`src/hdl/perspective_project_to_screen_top_macros.svh`:
```
// assertion macros used by the top module
`ifndef PERSPECTIVE_PROJECT_TO_SCREEN_TOP_MACROS_SVH
`define PERSPECTIVE_PROJECT_TO_SCREEN_TOP_MACROS_SVH

// implication checked on every clock edge outside reset
`define PPS_ASSERT_IMP(label, ante, cons) \
  label: assert property (@(posedge clk) disable iff (rst) (ante) |-> (cons)) \
    else $error("check failed");

// implication whose consequent is checked in the following cycle
`define PPS_ASSERT_NEXT(label, ante, cons) \
  label: assert property (@(posedge clk) disable iff (rst) (ante) |=> (cons)) \
    else $error("check failed");

`endif

```
`src/hdl/pps_pkg.sv`:
```
`default_nettype none
package pps_pkg;
  localparam int FracBits = 16;
  // near plane limit, about 0.01 (655 / 2^16); w <= NearLimit is rejected
  localparam int NearLimit = (1 << FracBits) / 100;
  // quotient bits, one division cell per bit
  localparam int QBits = 32;
  localparam int DivBits = QBits;
  localparam int ClipBits = 66;
  // magnitude of w + cx or w - cy always fits here
  localparam int MagBits = ClipBits - FracBits;
  localparam int SizeBits = 16;
  // magnitude times size times 2^(F-1)
  localparam int ProdBits = MagBits + SizeBits + FracBits - 1;

  typedef enum logic [2:0] {
    REG_ROW_X_A = 3'd0, REG_ROW_X_B = 3'd1, REG_ROW_Y_A = 3'd2, REG_ROW_Y_B = 3'd3,
    REG_ROW_W_A = 3'd4, REG_ROW_W_B = 3'd5, REG_SCREEN = 3'd6, REG_MVALID = 3'd7
  } reg_idx_t;

  // one lane of the divider chain
  typedef struct packed {
    logic             ok;
    logic             neg;
    logic [63:0]      rem;   // running partial remainder, below den when ok
    logic [QBits-1:0] num;   // remaining numerator bits, msb first
    logic [QBits-1:0] quo;
    logic [63:0]      den;
  } lane_t;

  typedef struct packed {
    logic  vld;
    lane_t lx;
    lane_t ly;
  } cell_t;
endpackage
`default_nettype wire

```
`src/hdl/pps_cell.sv`:
```
`default_nettype none
// one restoring division step on both lanes
module pps_cell import pps_pkg::*; (
  input  wire logic  clk,
  input  wire logic  rst,
  input  wire logic  en,
  input  cell_t      din,
  output cell_t      dout
);
  function automatic lane_t step(lane_t l);
    lane_t o;
    logic [64:0] r2;
    o = l;
    r2 = {l.rem, l.num[QBits-1]};
    o.num = {l.num[QBits-2:0], 1'b0};
    if (r2 >= {1'b0, l.den}) begin
      o.rem = 64'(r2 - {1'b0, l.den});
      o.quo = {l.quo[QBits-2:0], 1'b1};
    end else begin
      o.rem = r2[63:0];
      o.quo = {l.quo[QBits-2:0], 1'b0};
    end
    return o;
  endfunction

  // control
  always_ff @(posedge clk) begin
    if (rst) dout.vld <= 1'b0;
    else if (en) dout.vld <= din.vld;
  end

  // payload
  always_ff @(posedge clk) begin
    if (en) begin
      dout.lx <= step(din.lx);
      dout.ly <= step(din.ly);
    end
  end
endmodule
`default_nettype wire

```
`config.mk`:
```
export PLATFORM = sky130hd
export DESIGN_NAME = pps_cell
export DESIGN_NICKNAME = d
export VERILOG_FILES = /design/src/hdl/perspective_project_to_screen_top_macros.svh /design/src/hdl/pps_pkg.sv /design/src/hdl/pps_cell.sv
export SDC_FILE = /design/constraint.sdc
export NUM_CORES = 1
export LEC_CHECK = 0
export BUFFER_PORTS_ARGS = -buffer_cell sky130_fd_sc_hd__buf_4
export CORE_AREA = 2 2 302 304
export CTS_CLUSTER_DIAMETER = 150
export DETAILED_ROUTE_END_ITERATION = 8
export DIE_AREA = 0 0 304 306
export PLACE_DENSITY = 0.47
export SYNTH_ARGS = -nofsm -noshare
export SYNTH_HDL_FRONTEND = slang
export SYNTH_SLANG_ARGS = --single-unit
```
`constraint.sdc`:
```
create_clock -name clk -period 3 [get_ports clk]
set_input_delay 0.15 -clock clk [delete_from_list [all_inputs] [get_ports clk]]
set_output_delay 0.15 -clock clk [all_outputs]
set_load 0.005 [all_outputs]
```
# Yosys cells after proc, flatten, opt, wreduce, memory -nomap -nowiden
# Index checks and enable logic that the tools add are counted.
# Widths: inputs -> output; s select.
# op_classes
n_addsub	2
order_cmp	2
muxes	4
# op_table
operator	count
$ge 65x64->1	2
$mux 64	2
$sub 64x64->64	2
$mux 1	2
# totals
reg_bits	387
in_bits	392
output_inout_bits	389
wordCells	21

# Depth between registers and ports, before layout
# logic_depth
ltp_word	2
depth_mapped	17
depth_no_buf	13

# Worst setup path after synthesis
# Ideal clock, no wire load.
# synth_path
path_type	input-to-reg
from	input port din[321] (netlist name)
to	register dout[384] (netlist name), data pin
setup_time_ps	259
arrival_ps	2962
path_slack_ps	-221
stages	13
path_buffers	0
path_cell_list	inv_1 ha_1 fa_1 and2b_1 o31ai_2 a2111oi_4 nor4_2 or4_4 a31oi_4 o2111ai_4 a2111oi_4 o21a_1 o31ai_2
# synth_between
elab_chain_len	2
word_cells_on_any_way	3
classes_between	add/sub: 1; order compare: 1; mux: 1
# synth_lines
item	line	text
from (decl)	pps_cell.sv:7	input cell_t din,
$sub 64x64->64 / $ge 65x64->1 (equally long branches)	pps_cell.sv:17, pps_cell.sv:16	
$mux 64 *	pps_cell.sv:16	if (r2 >= {1'b0, l.den}) begin
to (decl)	pps_cell.sv:8	output cell_t dout
# Every way passes the cells marked *; elsewhere a longest branch is shown, timed or not.
# A chain may end at the register's enable or synchronous reset.

# Worst setup path after layout
# layout_path
from	input port din[172] (netlist name)
to	register dout[189] (netlist name), data pin
# The elaborated chain is that of the path after synthesis.

==> flow_summary.ini <==
[status]
status = finished clean

[synthesis]
synth_edf_count = 386
synth_ff_type = edfxtp_1
ys_async_sr_fraction = 0
ys_ff_latch = 387
syn_area_um2 = 21360
synth.avg_cell_area_um2 = 10.79
seq_area_frac_synth = 0.5435
ys_types = 82
yosysWarnings = 0
synth_cells = 1980

[sta]
finalCritPeriodShare = 0.9762
rsz0062_at_grt = no
slew_headroom = 0.5411
drv_slew = 0
fin_skew_ns = 0
hold_viol_final = 0
setup_slack_ns = 0.07133
whs_ns = 0.03147
fin_tns_setup_ns = 0
max_slew.worst_pin.slew_ns = 0.6838
setup_violations = 0
period_needed_ns = 2.929
max_freq_mhz = 341.5

[worst_hold_path]
min_path_type = in -> reg

[layout]
layout-drive-gt1-share = 0.3848
final_common_cell = buf_4
nNetsFinal = 4095
multi_input_area_um2 = 8900
largest_reg_flops = 387
syn_to_final_growth_pct = 76.23
final_cells = 4794
final_area_um2 = 37650
final_cell_mix = buf_4 (1225), edfxtp_1 (386), dlygate4sd3_1 (384)
post-route-util = 0.4202
nFillCells = 8732
regMostFlops = dout
register_area_um2 = 11610
reg_top3 = dout: 387 flops

[grt]
antenna_found_initial = 6
grt_max_degree = 85
globalRouteTotalUtil = 0.2017
first_global_vias = 23230
grt_pass1_wl_um = 143600
grt.overflow.total = 0

[cts]
root_buffer = clkbuf_16
cts_max_path_buffers = 3
cts.sinks = 387
cts_tree = built
htreeDepth = 2
clk_pin_slew_ns = 0.06
clock_latency_ns = 0.59
cts-buffers-inserted = 49

[die]
ios = 781
core-area_um2 = 89600
die_x_um = 304
die_area_um2 = 93020
start_util = 0.2384
std_cell_rows = 110
die_height_um = 306

[placed_design]
placed_area_um2 = 31980
hpwl_um = 78230
place_inst = 4312
routabilityCongestion = 0.9013
io_buffers = 776
dp_slack_ns = -0.6524

[route]
via_per_inst = 4.517
wire_per_inst_um = 20.37
ant_nets = 0
routed_wl_um = 97630
drt_iter0_drc = 1184
dr.pass1.iters = 6
via_count = 21650
drcViolationCount = 0

[setup_path]
cp_common_cell = buf_4
arrival_ns = 3.28
required_ns = 3.35
cp_top_family = compound AO/OA/AOI/OAI gates
worstSetupStartpointType = primary input
critPathKind = in -> reg
critPathSlowestCell = dlygate4sd3_1
crit_fanout = 7
crit_path_max_incr_delay_ns = 0.57
worst_setup_path_end_kind = register
crit_buf_inv = 4
crit_path_cell_trace = dlygate4sd3_1 > buf_4 > ha_1 > inv_1 > o21bai_1 > a21o_1 > a31oi_1 > o21a_1 > o21ai_0 > a31oi_4 > buf_4 > o31ai_1 > xnor2_1 > o21ai_1

[pwr]
powerDensity_nw_per_um2 = 479.8
vdd_ir_drop_max_uv = 492.7
fin_total_pwr_mw = 18.06
total_leakage_power_nw = 16.82

[run]
drv_cap = 0
final cells by class:
type / instances / share of cell area
flip-flops and latches: 387 / 0.3084
multi-input cells: 1326 / 0.2364
inverters: 183 / 0.01864
diodes: 6 / 0.0003988
well taps: 1176 / 0.03908
repair buffers: 1626 / 0.3548
clock inverters: 36 / 0.009239
clock buffers: 54 / 0.03307
synthesized netlist by cell type, types with 40 or more instances:
cell	instances	area [um2]
xnor2_1	59	516.8
a21o_1	62	465.5
inv_1	181	679.4
ha_1	128	1602
a21oi_1	202	1011
nor2_1	119	446.7
clkbuf_1	51	191.4
nand2_1	186	698.2
nand4_1	40	250.2
o21ai_0	140	700.7
xor2_1	48	420.4
edfxtp_1	386	11590
kinds of logic after synthesis:
group                    synth area share
multiplexers                     0.004158
XOR/XNOR                          0.04387
flip-flops                         0.5435
AO/OA/AOI/OAI                      0.1742
AND/OR/NAND/NOR                    0.1067
other                           0.0001755
adder cells (fa/ha/maj)           0.07684
buffers and inverters             0.05060
path summary, 6_finish.rpt:
path | slack (ns) | endpoint | cells past startpoint | startpoint
worst max-delay path | 0.07 | dout[189] | 14 | din[172]
worst min-delay path | 0.03 | dout[136] | 4 | din[135]
worst max register to register | 1.79 | dout[388] | 3 | dout[388]
worst min register to register | 1.12 | dout[388] | 3 | dout[388]
timing repair:
| item | 4_1_cts | 5_1_grt |
|---|---|---|
| endpoints found under the hold margin | 416 | 0 |
| gates resized for setup | 1 | 42 |
| cloned | 0 | 0 |
| pin swaps | 0 | 9 |
| setup buffers | 0 | 2 |
| hold buffers | 384 | 0 |
| setup endpoints to repair | 2 | 108 |
layer usage:
| metal | part of all wire | track usage | vias up |
|---|---|---|---|
| li1 | - | - | 10450 |
| met1 | 0.41 | 0.2398 | 10390 |
| met2 | 0.51 | 0.3686 | 704 |
| met3 | 0.061 | 0.04362 | 113 |
| met4 | 0.023 | 0.04778 | 0 |
| met5 | 0 | 0 | - |
report_power, final:
group | switching (mW) | leakage [nW] | internal, mW
Clock | 2.54 | 0.778 | 3.37
Sequential | 0.229 | 3.79 | 6.66
Combinational | 2.47 | 12.3 | 2.79
Total | 5.24 | 16.8 | 12.8
worst min-delay path, delay by kind of cell:
kind                   cells  cell delay, ns
AOI/OAI and AO/OA          1            0.11
buffers and inverters      2            0.19
and+or+nand+nor            1            0.03
(Power assumes the default switching activity.)
